## config.mk

```make
export PLATFORM = sky130hd
export DESIGN_NAME = pwci_peak
export DESIGN_NICKNAME = d
export VERILOG_FILES = /design/src/design/pwci_pkg.sv /design/src/design/pwci_peak.sv
export SDC_FILE = /design/constraint.sdc
export NUM_CORES = 1
export LEC_CHECK = 0
export BUFFER_PORTS_ARGS = -buffer_cell sky130_fd_sc_hd__buf_2
export CAP_MARGIN = 10
export CORE_AREA = 3 3 82 84
export CTS_BUF_LIST = sky130_fd_sc_hd__clkbuf_4 sky130_fd_sc_hd__clkbuf_8 sky130_fd_sc_hd__clkbuf_16
export CTS_CLUSTER_SIZE = 40
export DETAILED_ROUTE_END_ITERATION = 8
export DIE_AREA = 0 0 85 87
export PLACE_DENSITY = 0.9
export SETUP_SLACK_MARGIN = 0.4
export SLEW_MARGIN = 20
export SYNTH_ARGS = -nofsm -noshare
export SYNTH_HDL_FRONTEND = slang
export SYNTH_SLANG_ARGS = --single-unit
```

## constraint.sdc

```tcl
create_clock -name clk -period 3.5 [get_ports clk]
set_clock_uncertainty 0.15 [all_clocks]
set_input_delay 0.35 -clock clk [delete_from_list [all_inputs] [get_ports clk]]
set_output_delay 0.35 -clock clk [all_outputs]
set_load 0.01 [all_outputs]
```

## src/design/pwci_pkg.sv

```systemverilog
package pwci_pkg;

    // Field widths
    localparam int EVENT_W  = 16;
    localparam int PIXEL_W  = 12;
    localparam int SLICE_W  = 6;
    localparam int SAMPLE_W = 16;
    localparam int SUM_W    = 22;
    localparam int COUNT_W  = 7;
    localparam int BEFORE_W = 6;

    // Stream and configuration widths
    localparam int IN_TDATA_W  = 56;
    localparam int OUT_TDATA_W = 56;
    localparam int CFG_INDEX_W = 2;
    localparam int CFG_DATA_W  = 7;

    // Register indexes
    localparam logic [CFG_INDEX_W-1:0] REG_SLICES_IN_USE      = 2'd0;
    localparam logic [CFG_INDEX_W-1:0] REG_WINDOW_LENGTH      = 2'd1;
    localparam logic [CFG_INDEX_W-1:0] REG_SLICES_BEFORE_PEAK = 2'd2;

    // Command codes carried in tuser
    localparam logic CMD_LOAD = 1'b0;
    localparam logic CMD_READ = 1'b1;

    // Register reset values
    localparam logic [COUNT_W-1:0]  SLICES_IN_USE_RST      = 7'd32;
    localparam logic [COUNT_W-1:0]  WINDOW_LENGTH_RST      = 7'd2;
    localparam logic [BEFORE_W-1:0] SLICES_BEFORE_PEAK_RST = 6'd1;

    // Read sequencer states
    typedef enum logic [3:0] {
        ST_IDLE  = 4'b0001,
        ST_ISSUE = 4'b0010,
        ST_TAIL  = 4'b0100,
        ST_DONE  = 4'b1000
    } rd_state_t;

    // Event-wide peak as seen by the read side
    typedef struct packed {
        logic [EVENT_W-1:0]  event_id;
        logic [PIXEL_W-1:0]  pixel;
        logic [SLICE_W-1:0]  slice;
    } peak_t;

endpackage

```

## src/design/pwci_peak.sv

```systemverilog
module pwci_peak (
    input  logic                              clk,
    input  logic                              rst_n,
    input  logic                              load_en,
    input  logic                              in_range,
    input  logic                              last_sample,
    input  logic [pwci_pkg::EVENT_W-1:0]      event_id,
    input  logic [pwci_pkg::PIXEL_W-1:0]      pixel_index,
    input  logic [pwci_pkg::SLICE_W-1:0]      slice_index,
    input  logic signed [pwci_pkg::SAMPLE_W-1:0] sample_value,
    output pwci_pkg::peak_t                   peak
);
    import pwci_pkg::*;

    logic signed [SAMPLE_W-1:0] value_reg, value_next;
    logic [SLICE_W-1:0]         slice_reg, slice_next;
    logic [PIXEL_W-1:0]         pixel_reg, pixel_next;
    logic                       found_reg, found_next;
    logic                       new_event_reg, new_event_next;
    logic [EVENT_W-1:0]         event_reg, event_next;

    logic signed [SAMPLE_W-1:0] cur_value;
    logic [SLICE_W-1:0]         cur_slice;
    logic [PIXEL_W-1:0]         cur_pixel;
    logic                       cur_found;
    logic                       earlier;
    logic                       replace;

    // Start from a cleared peak on the first load of an event
    always_comb
    begin
        if (new_event_reg)
        begin
            cur_value = '0;
            cur_slice = '0;
            cur_pixel = '0;
            cur_found = 1'b0;
        end
        else
        begin
            cur_value = value_reg;
            cur_slice = slice_reg;
            cur_pixel = pixel_reg;
            cur_found = found_reg;
        end
        earlier = (pixel_index < cur_pixel) ||
                  ((pixel_index == cur_pixel) && (slice_index < cur_slice));
        replace = in_range &&
                  ((sample_value > cur_value) ||
                   (cur_found && (sample_value == cur_value) && earlier));
    end

    // Update peak and event bookkeeping on each load
    always_comb
    begin
        value_next     = value_reg;
        slice_next     = slice_reg;
        pixel_next     = pixel_reg;
        found_next     = found_reg;
        new_event_next = new_event_reg;
        event_next     = event_reg;
        if (load_en)
        begin
            value_next = cur_value;
            slice_next = cur_slice;
            pixel_next = cur_pixel;
            found_next = cur_found;
            if (new_event_reg)
            begin
                event_next = event_id;
            end
            if (replace)
            begin
                value_next = sample_value;
                slice_next = slice_index;
                pixel_next = pixel_index;
                found_next = 1'b1;
            end
            new_event_next = last_sample;
        end
    end

    always_ff @(posedge clk or negedge rst_n)
    begin
        if (!rst_n)
        begin
            value_reg     <= '0;
            slice_reg     <= '0;
            pixel_reg     <= '0;
            found_reg     <= 1'b0;
            new_event_reg <= 1'b1;
            event_reg     <= '0;
        end
        else
        begin
            value_reg     <= value_next;
            slice_reg     <= slice_next;
            pixel_reg     <= pixel_next;
            found_reg     <= found_next;
            new_event_reg <= new_event_next;
            event_reg     <= event_next;
        end
    end

    assign peak.event_id = event_reg;
    assign peak.pixel    = pixel_reg;
    assign peak.slice    = slice_reg;

endmodule

```

After elaboration in Yosys (flattened, before gate mapping) --
Index checks and enable logic that the tools add are counted. Widths: inputs -> output; s select.
Storage, ports and cells: register bits 52, input bits 55, output and inout port bits 34, word-level logic and storage cells 26
Operators by class: order comparisons 3, eq/ne operators 2, mux-type cells 8, reduce and logical (&&, ||, !) cells 7
Operators with widths (count):
- $mux 16 | 2
- $mux 12 | 2
- $eq 16x16->1 | 1
- $gt 16x16->1 | 1
- $eq 12x12->1 | 1
- $lt 12x12->1 | 1
- $mux 6 | 2
- $lt 6x6->1 | 1
- $logic_and 1x1->1 | 4
- $logic_or 1x1->1 | 2
- $mux 1 | 2
- $reduce_and 2->1 | 1

Logic depth before layout (Yosys ltp) --
Gate-level depths: netlist of the first run.
word-level depth 8, mapped depth 12, mapped depth without buffers 8

Worst setup path after synthesis of the first run --
OpenSTA, ideal clock, no wires.
path kind flip-flop to flip-flop, from reg new_event_reg, to reg pixel_reg[11], library setup time 79 ps, arrival 2828 ps, required time 3271 ps, setup slack 443 ps, cell stages (with the launch flop) 13, buffers on the path 4, clock period less this slack 3057 ps, path through dfstp_2 > clkbuf_1 > clkbuf_1 > nand2b_1 > ha_1 > nand4_1 > nor4_1 > or4_1 > o31a_1 > nand4_1 > buf_6 > buf_12 > mux2i_1
On the way: longest elaborated chain between the ends 8, elaborated cells on any way between the ends 16, those cells by class order compare: 3; eq/ne: 2; mux: 5; reduce/logical: 6
RTL lines:
- start: declaration | RTL line pwci_peak.sv:19 | logic new_event_reg, new_event_next;
- start signal: assignment | RTL line pwci_peak.sv:100 | new_event_reg <= new_event_next;
- branches (longest 7 deep; another with $lt 12x12->1)
- $mux 12 * | RTL line pwci_peak.sv:72 | if (replace)
- end signal: assignment | RTL line pwci_peak.sv:98 | pixel_reg <= pixel_next;
- end: declaration | RTL line pwci_peak.sv:17 | logic [PIXEL_W-1:0] pixel_reg, pixel_next;
Mark *: on every way between the ends. A chain may end at the register's enable or synchronous reset.

Worst setup path after layout of the first run --
from reg new_event_reg, to reg value_reg[14]
On the way: longest elaborated chain between the ends 8, elaborated cells on any way between the ends 16, those cells by class order compare: 3; eq/ne: 2; mux: 5; reduce/logical: 6
RTL lines:
- branches (longest 7 deep; another with $lt 12x12->1)
- $mux 16 * | RTL line pwci_peak.sv:72
- end signal: assignment | RTL line pwci_peak.sv:96 | value_reg <= value_next;
- end: declaration | RTL line pwci_peak.sv:15 | logic signed [SAMPLE_W-1:0] value_reg, value_next;
Marked as above.

==> flow_metrics.py, run 1 <==
metrics = {
    "final_layout": {
        "stdcell_area_sq_um": 3906,
        "layout-drive-gt1-share": 0.3350,
        "layout.nets": 487,
        "syn2layout_area_growth_pct": 24.09,
        "finalNonFillerCells": 475,
        "antenna-diode-count": 0,
        "final_core_util": 0.6520,
    },
    "timing": {
        "post-route-min-period_ns": 3.112,
        "period_share": 0.8890,
        "finalSetupViolCount": 0,
        "final_max_slew_viol_count": 0,
        "layout_setup_ws_ns": 0.3884,
        "rsz0062_at_grt": "true",
        "relSlewSlack": 0.2896,
        "hold_violations": 0,
        "whs_ns": 0.1057,
        "finalSetupTns_ns": 0,
        "tightest_slew_ns": 1.062,
        "max_freq_ghz": 0.3214,
    },
    "die": {
        "pin_count": 89,
        "core_area_sq_um": 5991,
        "rows": 28,
        "dieArea_sq_um": 7395,
        "initial_utilization": 0.5255,
        "die_y_microns": 87,
        "die_width_microns": 85,
    },
    "synthesis": {
        "ys_ff_latch": 52,
        "yosysUniqueCellTypes": 33,
        "synth-edff-count": 0,
        "yosysWarnings": 0,
        "synthArstFlopShare": 1.000,
        "syn_area_sq_um": 3148,
        "avgSynthCellArea_sq_um": 10.36,
        "synth_flop_cell": "dfrtp_1",
        "ys_seq_area_frac": 0.4138,
        "syn_inst": 304,
        "syn_nets": 392,
    },
    "global_route": {
        "grt_pass1_wl_microns": 11940,
        "overflow": 0,
        "grt_pass1_vias": 2571,
        "grt_max_degree": 52,
        "antenna_found_initial": 0,
        "grt_usage": 0.1995,
    },
    "clocking": {
        "cts.sinks": 52,
        "cts_buffer_depth": 2,
        "clockRootBuffer": "clkbuf_8",
        "h-tree-depth": 2,
        "clk_latency_ns": 0.32,
        "cts_made_buffers": 5,
        "clk_pin_slew_ns": 0.10,
        "cts_tree": "built",
    },
    "drt": {
        "wl_per_cell_microns": 16.20,
        "drtIter0Drc": 141,
        "drc": 0,
        "vias_per_cell": 5.272,
        "ant_nets": 0,
        "dr.pass1.iters": 4,
        "num_vias": 2504,
        "wl_microns": 7693,
    },
    "power": {
        "cellPowerDensity_nw_per_um2": 430.3,
        "p_seq_frac": 0.465,
        "p_total_mw": 1.681,
        "power_frac_clock": 0.213,
        "p_leak_nw": 2.153,
        "switchingPower_mw": 0.5649,
        "combinationalPowerShare": 0.322,
        "p_sw_frac": 0.3361,
        "cell_internal_pwr_mw": 1.116,
        "ir_drop_uv": 321.6,
    },
    "setup_path": {
        "timing.reg2reg.setup_slack_ns": 0.39,
        "critPathKind": "reg2reg",
        "cp-start-kind": "register",
        "end_kind": "register",
        "cp.arrival_ns": 3.19,
        "rr_worst_depth": 11,
        "rr_endpoint": "value_reg[14]$_DFFE_PN0P_",
        "r2r-start": "new_event_reg$_DFFE_PN1P_",
        "cp_data_required_time_ns": 3.58,
        "critPathMaxFanout": 10,
    },
    "min_path": {
        "whs_path_depth": 2,
        "hold_path_end": "event_reg[12]$_DFFE_PN0P_",
        "hold_path.class": "in2reg",
        "hp-start": "event_id[12]",
    },
    "placed_design": {
        "hpwlAfterDp_microns": 5298,
        "dpl.cell_count": 458,
        "placed_area_sq_um": 3622,
        "place_ws_ns": 0.4859,
        "gp_congestion": 0.8068,
        "portBuffers": 88,
    },
    "flow_run": {
        "cap_violations": 0,
    },
    "status": {
        "status": "finished clean",
    },
}
-- synth_stat cells, types with 2 or more instances --
master,number,share of area
a2111oi_0,2,0.0056
a211oi_1,2,0.0048
a21o_1,2,0.0048
a21oi_1,9,0.014
buf_12,3,0.019
clkbuf_1,8,0.0095
dfrtp_1,51,0.41
ha_1,33,0.13
inv_1,35,0.042
mux2_2,17,0.061
mux2i_1,34,0.11
nand2_1,39,0.047
nand2b_1,31,0.062
nand3_1,3,0.0048
nand4_1,7,0.014
nor2_1,2,0.0024
nor2b_1,5,0.0099
o211ai_1,4,0.0095
o21ai_0,2,0.0032
o21bai_1,2,0.0048
-- worst max-delay path: stages (launching register included) --
cell and delay, ns:
dfstp_4 0.68, buf_6 0.14, nand2b_1 0.12, ha_1 0.27, nand4_1 0.17, nor4_4 0.07, or4_1 0.50, o31a_1 0.25
nand4_1 0.11, buf_6 0.15, clkbuf_16 0.17, mux2i_1 0.23
-- worst max-delay path by stage --
stage / end / depth (start not counted) / startpoint
finish: value_reg[14]$_DFFE_PN0P_ / 11 / new_event_reg$_DFFE_PN1P_
global route: value_reg[14]$_DFFE_PN0P_ / 11 / new_event_reg$_DFFE_PN1P_
CTS: value_reg[8]$_DFFE_PN0P_ / 9 / new_event_reg$_DFFE_PN1P_
detailed placement: value_reg[8]$_DFFE_PN0P_ / 9 / new_event_reg$_DFFE_PN1P_
global placement: pixel_reg[4]$_DFFE_PN0P_ / 9 / new_event_reg$_DFFE_PN1P_
floorplan: pixel_reg[11]$_DFFE_PN0P_ / 12 / new_event_reg$_DFFE_PN1P_
-- layout make-up --
class,instances,area [sq um]
Clock buffer,5,68.82
Clock inverter,3,21.27
Fill cell,447,2085
Inverter,35,131.4
Multi-Input combinational cell,204,1669
Sequential cell,52,1306
Tap cell,75,93.84
Timing Repair Buffer,101,615.6
-- cells in the final DEF, fill, tap and decap left out, types with 2 or more instances in the layout --
| cell | count |
|---|---|
| buf_2 | 88 |
| dfrtp_1 | 51 |
| nand2_1 | 38 |
| inv_1 | 35 |
| mux2i_1 | 33 |
| ha_1 | 32 |
| nand2b_1 | 30 |
| mux2_2 | 17 |
| a21oi_1 | 9 |
| nand4_1 | 7 |
| nor2b_1 | 5 |
| clkbuf_8 | 5 |
| o211ai_1 | 4 |
| buf_6 | 4 |
| buf_4 | 4 |
| nand3_1 | 3 |
| a21o_1 | 2 |
| a211oi_1 | 2 |
| o21ai_0 | 2 |
| o21bai_1 | 2 |
| nor2_1 | 2 |
| clkbuf_16 | 2 |
| buf_12 | 2 |
-- power groups by stage --
stage / Sequential [mW] / Combinational, mW / Clock [mW]
after floorplan: 0.810 / 0.284 / 0
after global placement: 0.785 / 0.472 / 0
after detailed placement: 0.792 / 0.494 / 0
after CTS: 0.781 / 0.499 / 0.365
after global routing: 0.795 / 0.602 / 0.397
final: 0.782 / 0.541 / 0.358
-- metal layers --
metal  track usage  share of wire  wire (microns)
met1        0.2635           0.44            3415
met2        0.3355           0.50            3842
met3       0.04068          0.044             335
met4       0.05180          0.013              98
met5             0              0               0
-- kinds of logic (layout without fill, tap and decap cells) --
group | Yosys count | count (layout) | share of synthesized area
AO/OA/AOI/OAI | 27 | 27 | 0.05723
adder cells (fa/ha/maj) | 33 | 33 | 0.1312
buffers and inverters | 48 | 144 | 0.07512
flip-flops | 52 | 52 | 0.4138
multiplexers | 51 | 51 | 0.1689
AND/OR/NAND/NOR | 93 | 93 | 0.1538
-- repair_timing --
action	CTS	global route
setup endpoints to repair	0	35
endpoints found under the hold margin	22	0
resized for setup	0	19
hold buffers	1	0
setup buffers	0	6
No activity file was read; power rests on OpenSTA's default activity.
==> inputs of run 2 (changes only) <==
BUFFER_PORTS_ARGS = -buffer_cell sky130_fd_sc_hd__buf_4   (was -buffer_cell sky130_fd_sc_hd__buf_2)
==> run 2 against run 1 <==
Sequential share of layout area down 2.3 points. Cell count up 0.63%. Via count up 3.6%. Non-clock buffer count up 3. Count of clock-buffer cells in the layout unchanged. Power up 4.3%. Die area unchanged. First-iteration DRC count up 16%. Combinational power up 14%. Fmax down 3.0%. Utilization up 4.5 points. Worst hold slack better by 0.0048 ns. Largest cell class unchanged. Highest routed layer unchanged.
==> flow_metrics.py, run 2 (synthesis results as in run 1) <==
metrics = {
    "status": {
        "status": "finished clean",
    },
    "setup_path": {
        "cp_data_required_time_ns": 3.57,
        "critPathMaxFanout": 10,
        "cp.arrival_ns": 3.28,
        "max_stage_delay_ns": 0.63,
        "cpMaxStageDelayCell": "dfstp_2",
        "cp-start-kind": "register",
        "rr_worst_depth": 12,
        "crit_chain": "buf_12 -> nand2b_1 -> ha_1 -> nand4_1 -> buf_4 -> nor4_4 -> or4_1 -> o31a_1 -> nand4_1 -> buf_6 -> buf_12 -> mux2i_2",
        "end_kind": "register",
        "critPathKind": "reg2reg",
    },
    "final_layout": {
        "syn2layout_area_growth_pct": 32.67,
        "antenna-diode-count": 0,
        "final_cell_mix": "93 x buf_4, 51 x dfrtp_1, 38 x nand2_1, 35 x inv_1",
        "ff_latch_area_sq_um": 1303,
        "stdcell_area_sq_um": 4177,
        "layout-drive-gt1-share": 0.3375,
        "multiInputGateArea_sq_um": 1650,
        "layout_commonest_cell": "buf_4",
        "num-fill-cells": 437,
        "layout.nets": 490,
    },
    "timing": {
        "tightest_slew_ns": 1.035,
        "post-route-min-period_ns": 3.208,
        "period_share": 0.9166,
        "relSlewSlack": 0.3076,
        "max_freq_ghz": 0.3117,
        "final_max_slew_viol_count": 0,
        "hold_violations": 0,
        "finalSetupTns_ns": 0,
        "rsz0062_at_grt": "true",
        "finalSetupViolCount": 0,
    },
    "power": {
        "cellPowerDensity_nw_per_um2": 419.7,
        "cell_internal_pwr_mw": 1.182,
        "p_sw_frac": 0.3255,
        "p_seq_frac": 0.449,
        "power_frac_clock": 0.200,
        "combinationalPowerShare": 0.351,
        "switchingPower_mw": 0.5706,
        "ir_drop_uv": 241.3,
        "p_leak_nw": 2.254,
    },
    "placed_design": {
        "gp_congestion": 0.8383,
        "placed_area_sq_um": 3822,
        "portBuffers": 88,
        "hpwlAfterDp_microns": 5264,
    },
    "die": {
        "rows": 28,
        "die_width_microns": 85,
        "dieArea_sq_um": 7395,
        "die_y_microns": 87,
        "initial_utilization": 0.5255,
        "core_area_sq_um": 5991,
        "pin_count": 89,
    },
    "min_path": {
        "whs_path_depth": 2,
        "hold_path.class": "in2reg",
    },
    "flow_run": {
        "cap_violations": 0,
    },
    "clocking": {
        "cts.sinks": 52,
        "clk_latency_ns": 0.31,
        "cts_tree": "built",
        "h-tree-depth": 2,
        "clockRootBuffer": "clkbuf_8",
        "cts_buffer_depth": 2,
        "clk_pin_slew_ns": 0.10,
        "cts_made_buffers": 5,
    },
    "drt": {
        "dr.pass1.iters": 4,
        "num_vias": 2593,
        "ant_nets": 0,
        "drc": 0,
        "drtIter0Drc": 163,
        "vias_per_cell": 5.425,
        "wl_per_cell_microns": 17.00,
        "wl_microns": 8128,
    },
    "global_route": {
        "antenna_found_initial": 0,
        "grt_usage": 0.1977,
        "grt_pass1_wl_microns": 11850,
        "grt_max_degree": 53,
        "overflow": 0,
        "grt_pass1_vias": 2647,
    },
}
## run 2: power groups by stage
stage               Combinational [mW]  Sequential [mW]  Clock (mW)
finish                           0.615            0.787       0.351
global route                     0.674            0.801       0.385
global placement                 0.521            0.791           0
floorplan                        0.284            0.810           0
CTS                              0.559            0.784       0.358
detailed placement               0.544            0.798           0
## run 2: repair_timing
| action | 4_1_cts | 5_1_grt |
|---|---|---|
| hold buffers | 1 | 0 |
| pin swaps | 0 | 5 |
| endpoints found under the hold margin | 51 | 0 |
| resized for setup | 0 | 18 |
| buffers inserted | 2 | 6 |
| endpoints found under the setup margin | 34 | 35 |
| cloned | 0 | 4 |
## run 2: final cells by class
class | instances | share of cell area
Clock buffer | 5 | 0.01648
Multi-Input combinational cell | 204 | 0.3951
Timing Repair Buffer | 104 | 0.2181
Inverter | 35 | 0.03146
Tap cell | 75 | 0.02247
Sequential cell | 52 | 0.3119
Clock inverter | 3 | 0.004494
## run 2: critical path, delay by kind of cell (launching register included)
family / cells / cell delay, ns
buffers and inverters: 4 / 0.61
adders and majority gates: 1 / 0.25
AOI/OAI and AO/OA: 1 / 0.27
muxes: 1 / 0.24
DFF: 1 / 0.63
and+or+nand+nor: 5 / 0.95
## run 2: routing by layer
layer	GRT usage	up-vias	share of wire
li1	-	1224	-
met1	0.2323	1261	0.40
met2	0.3496	87	0.51
met3	0.04447	21	0.055
met4	0.07914	0	0.030
met5	0	-	0
## run 2: worst paths after layout
path                                           startpoint                   endpoint  slack, ns
max in group asynchronous                           rst_n   pixel_reg[9]$_DFFE_PN0P_       2.31
min in group asynchronous                           rst_n   value_reg[2]$_DFFE_PN0P_       0.46
worst max-delay path            new_event_reg$_DFFE_PN1P_   pixel_reg[6]$_DFFE_PN0P_       0.29
worst min-delay path                         event_id[13]  event_reg[13]$_DFFE_PN0P_       0.11
worst min register to register   event_reg[1]$_DFFE_PN0P_   event_reg[1]$_DFFE_PN0P_       0.37
worst max register to register  new_event_reg$_DFFE_PN1P_   pixel_reg[6]$_DFFE_PN0P_       0.29
## run 2: stage by stage
| stage | hold slack, ns | utilization | total power, mW | worst slack (ns) | instances |
|---|---|---|---|---|---|
| after floorplan | -0.09559 | - | 1.095 | 0.4431 | 304 |
| after global placement | 0.2748 | 0.6381 | 1.311 | 0.4648 | 457 |
| after detailed placement | 0.2791 | 0.6381 | 1.343 | 0.3271 | 457 |
| after CTS | 0.1031 | 0.6589 | 1.701 | 0.4537 | 468 |
| after global routing | 0.09782 | 0.6972 | 1.860 | 0.1270 | 478 |
| final | 0.1105 | 0.6972 | 1.753 | 0.2920 | 478 |
==> inputs of run 3 (changes only) <==
CORE_AREA = 3 3 84 86   (was 3 3 82 84)
DIE_AREA = 0 0 87 89   (was 0 0 85 87)
PLACE_DENSITY = 0.75   (was 0.9)
==> run 3 against run 2 <==
Non-clock buffer count fell by 3. Register-to-register slack improved by 0.17 ns. Largest cell class unchanged. Sequential power barely moved. Power fell by 0.76%. First-iteration DRC count fell by 50%.
==> flow_metrics.py, run 3 (synthesis results as in run 1) <==
metrics = {
    "drt": {
        "drtIter0Drc": 82,
        "wl_per_cell_microns": 15.56,
        "num_vias": 2483,
        "ant_nets": 0,
        "dr.pass1.iters": 4,
        "wl_microns": 7422,
        "drc": 0,
        "vias_per_cell": 5.205,
    },
    "setup_path": {
        "critPathMaxFanout": 8,
        "timing.reg2reg.setup_slack_ns": 0.46,
        "cp-start-kind": "register",
        "end_kind": "register",
        "cp.arrival_ns": 3.13,
        "critPathKind": "reg2reg",
        "cp_data_required_time_ns": 3.59,
    },
    "flow_run": {
        "cap_violations": 0,
    },
    "power": {
        "ir_drop_uv": 267.9,
        "p_total_mw": 1.740,
        "cellPowerDensity_nw_per_um2": 421.4,
        "p_leak_nw": 2.211,
    },
    "final_layout": {
        "layout.nets": 487,
        "finalNonFillerCells": 477,
        "antenna-diode-count": 0,
        "final_cell_mix": "91 x buf_4, 51 x dfrtp_1, 38 x nand2_1, 35 x inv_1, 33 x mux2i_1",
        "final_core_util": 0.6502,
        "layout-drive-gt1-share": 0.3300,
        "stdcell_area_sq_um": 4129,
        "num-fill-cells": 506,
        "syn2layout_area_growth_pct": 31.16,
        "layout_commonest_cell": "buf_4",
    },
    "timing": {
        "post-route-min-period_ns": 3.038,
        "final_max_slew_viol_count": 0,
        "rsz0062_at_grt": "false",
        "relSlewSlack": 0.4930,
        "tightest_slew_ns": 0.7577,
        "finalSetupTns_ns": 0,
        "whs_ns": 0.1111,
        "finalSetupViolCount": 0,
        "max_freq_ghz": 0.3291,
        "period_share": 0.8680,
        "layout_setup_ws_ns": 0.4619,
        "hold_violations": 0,
    },
    "clocking": {
        "cts_tree": "built",
        "cts.sinks": 52,
        "cts_made_buffers": 5,
        "clk_pin_slew_ns": 0.10,
        "clk_latency_ns": 0.31,
        "clockRootBuffer": "clkbuf_8",
        "h-tree-depth": 2,
        "cts_buffer_depth": 2,
    },
    "placed_design": {
        "placed_area_sq_um": 3825,
        "portBuffers": 88,
        "gp_congestion": 0.7894,
        "hpwlAfterDp_microns": 5105,
        "dpl.cell_count": 459,
        "place_ws_ns": 0.2112,
    },
    "global_route": {
        "overflow": 0,
        "grt_pass1_wl_microns": 11520,
        "grt_usage": 0.1855,
        "grt_pass1_vias": 2538,
        "antenna_found_initial": 0,
        "grt_max_degree": 53,
    },
    "die": {
        "dieArea_sq_um": 7743,
        "rows": 29,
        "die_width_microns": 87,
        "core_area_sq_um": 6350,
        "pin_count": 89,
        "initial_utilization": 0.4958,
        "die_y_microns": 89,
    },
    "min_path": {
        "hold_path.class": "in2reg",
    },
    "status": {
        "status": "finished clean",
    },
}
[run 3: area by class of cell]
class	count	area, sq um	share of cell area
Multi-Input combinational cell	204	1645	0.3985
Sequential cell	52	1306	0.3164
Clock buffer	5	68.82	0.01667
Clock inverter	3	27.53	0.006667
Timing Repair Buffer	101	853.3	0.2067
Inverter	35	131.4	0.03182
Tap cell	77	96.34	0.02333
[run 3: path summary, 6_finish.rpt]
| kind | startpoint | end | depth (start not counted) |
|---|---|---|---|
| max in group asynchronous | rst_n | pixel_reg[5]$_DFFE_PN0P_ | 2 |
| min | event_id[15] | event_reg[15]$_DFFE_PN0P_ | 2 |
| min reg2reg | event_reg[3]$_DFFE_PN0P_ | event_reg[3]$_DFFE_PN0P_ | 1 |
| max reg2reg | new_event_reg$_DFFE_PN1P_ | value_reg[0]$_DFFE_PN0P_ | 10 |
| min in group asynchronous | rst_n | value_reg[9]$_DFFE_PN0P_ | 2 |
| max | new_event_reg$_DFFE_PN1P_ | value_reg[0]$_DFFE_PN0P_ | 10 |
[run 3: critical path, cell delays in order (launching register included)]
cell and delay (ns):
dfstp_4 0.69, nand2b_1 0.12, ha_1 0.24, nand4_1 0.22
o21bai_1 0.13, or4_1 0.51, o31a_1 0.25, nand4_1 0.11
buf_6 0.17, clkbuf_16 0.17, mux2i_1 0.20
[run 3: layer usage]
metal	routed length, microns	GRT usage	up-vias
met1	3279	0.2442	1180
met3	477	0.03963	10
met5	0	0	-
met2	3543	0.3106	70
li1	-	-	1223
met4	121	0.04958	0
[run 3: repair_timing]
| item | 4_1_cts | 5_1_grt |
|---|---|---|
| gates resized for setup | 3 | 16 |
| setup buffers | 1 | 3 |
| hold buffers | 1 | 0 |
| cloned | 0 | 5 |
| endpoints found under the setup margin | 35 | 34 |
| pin swaps | 0 | 4 |
| hold endpoints to repair | 51 | 0 |
[run 3: power by group]
group / internal, mW / switching, mW
Combinational: 0.321 / 0.266
Sequential: 0.709 / 0.0754
Clock: 0.147 / 0.220
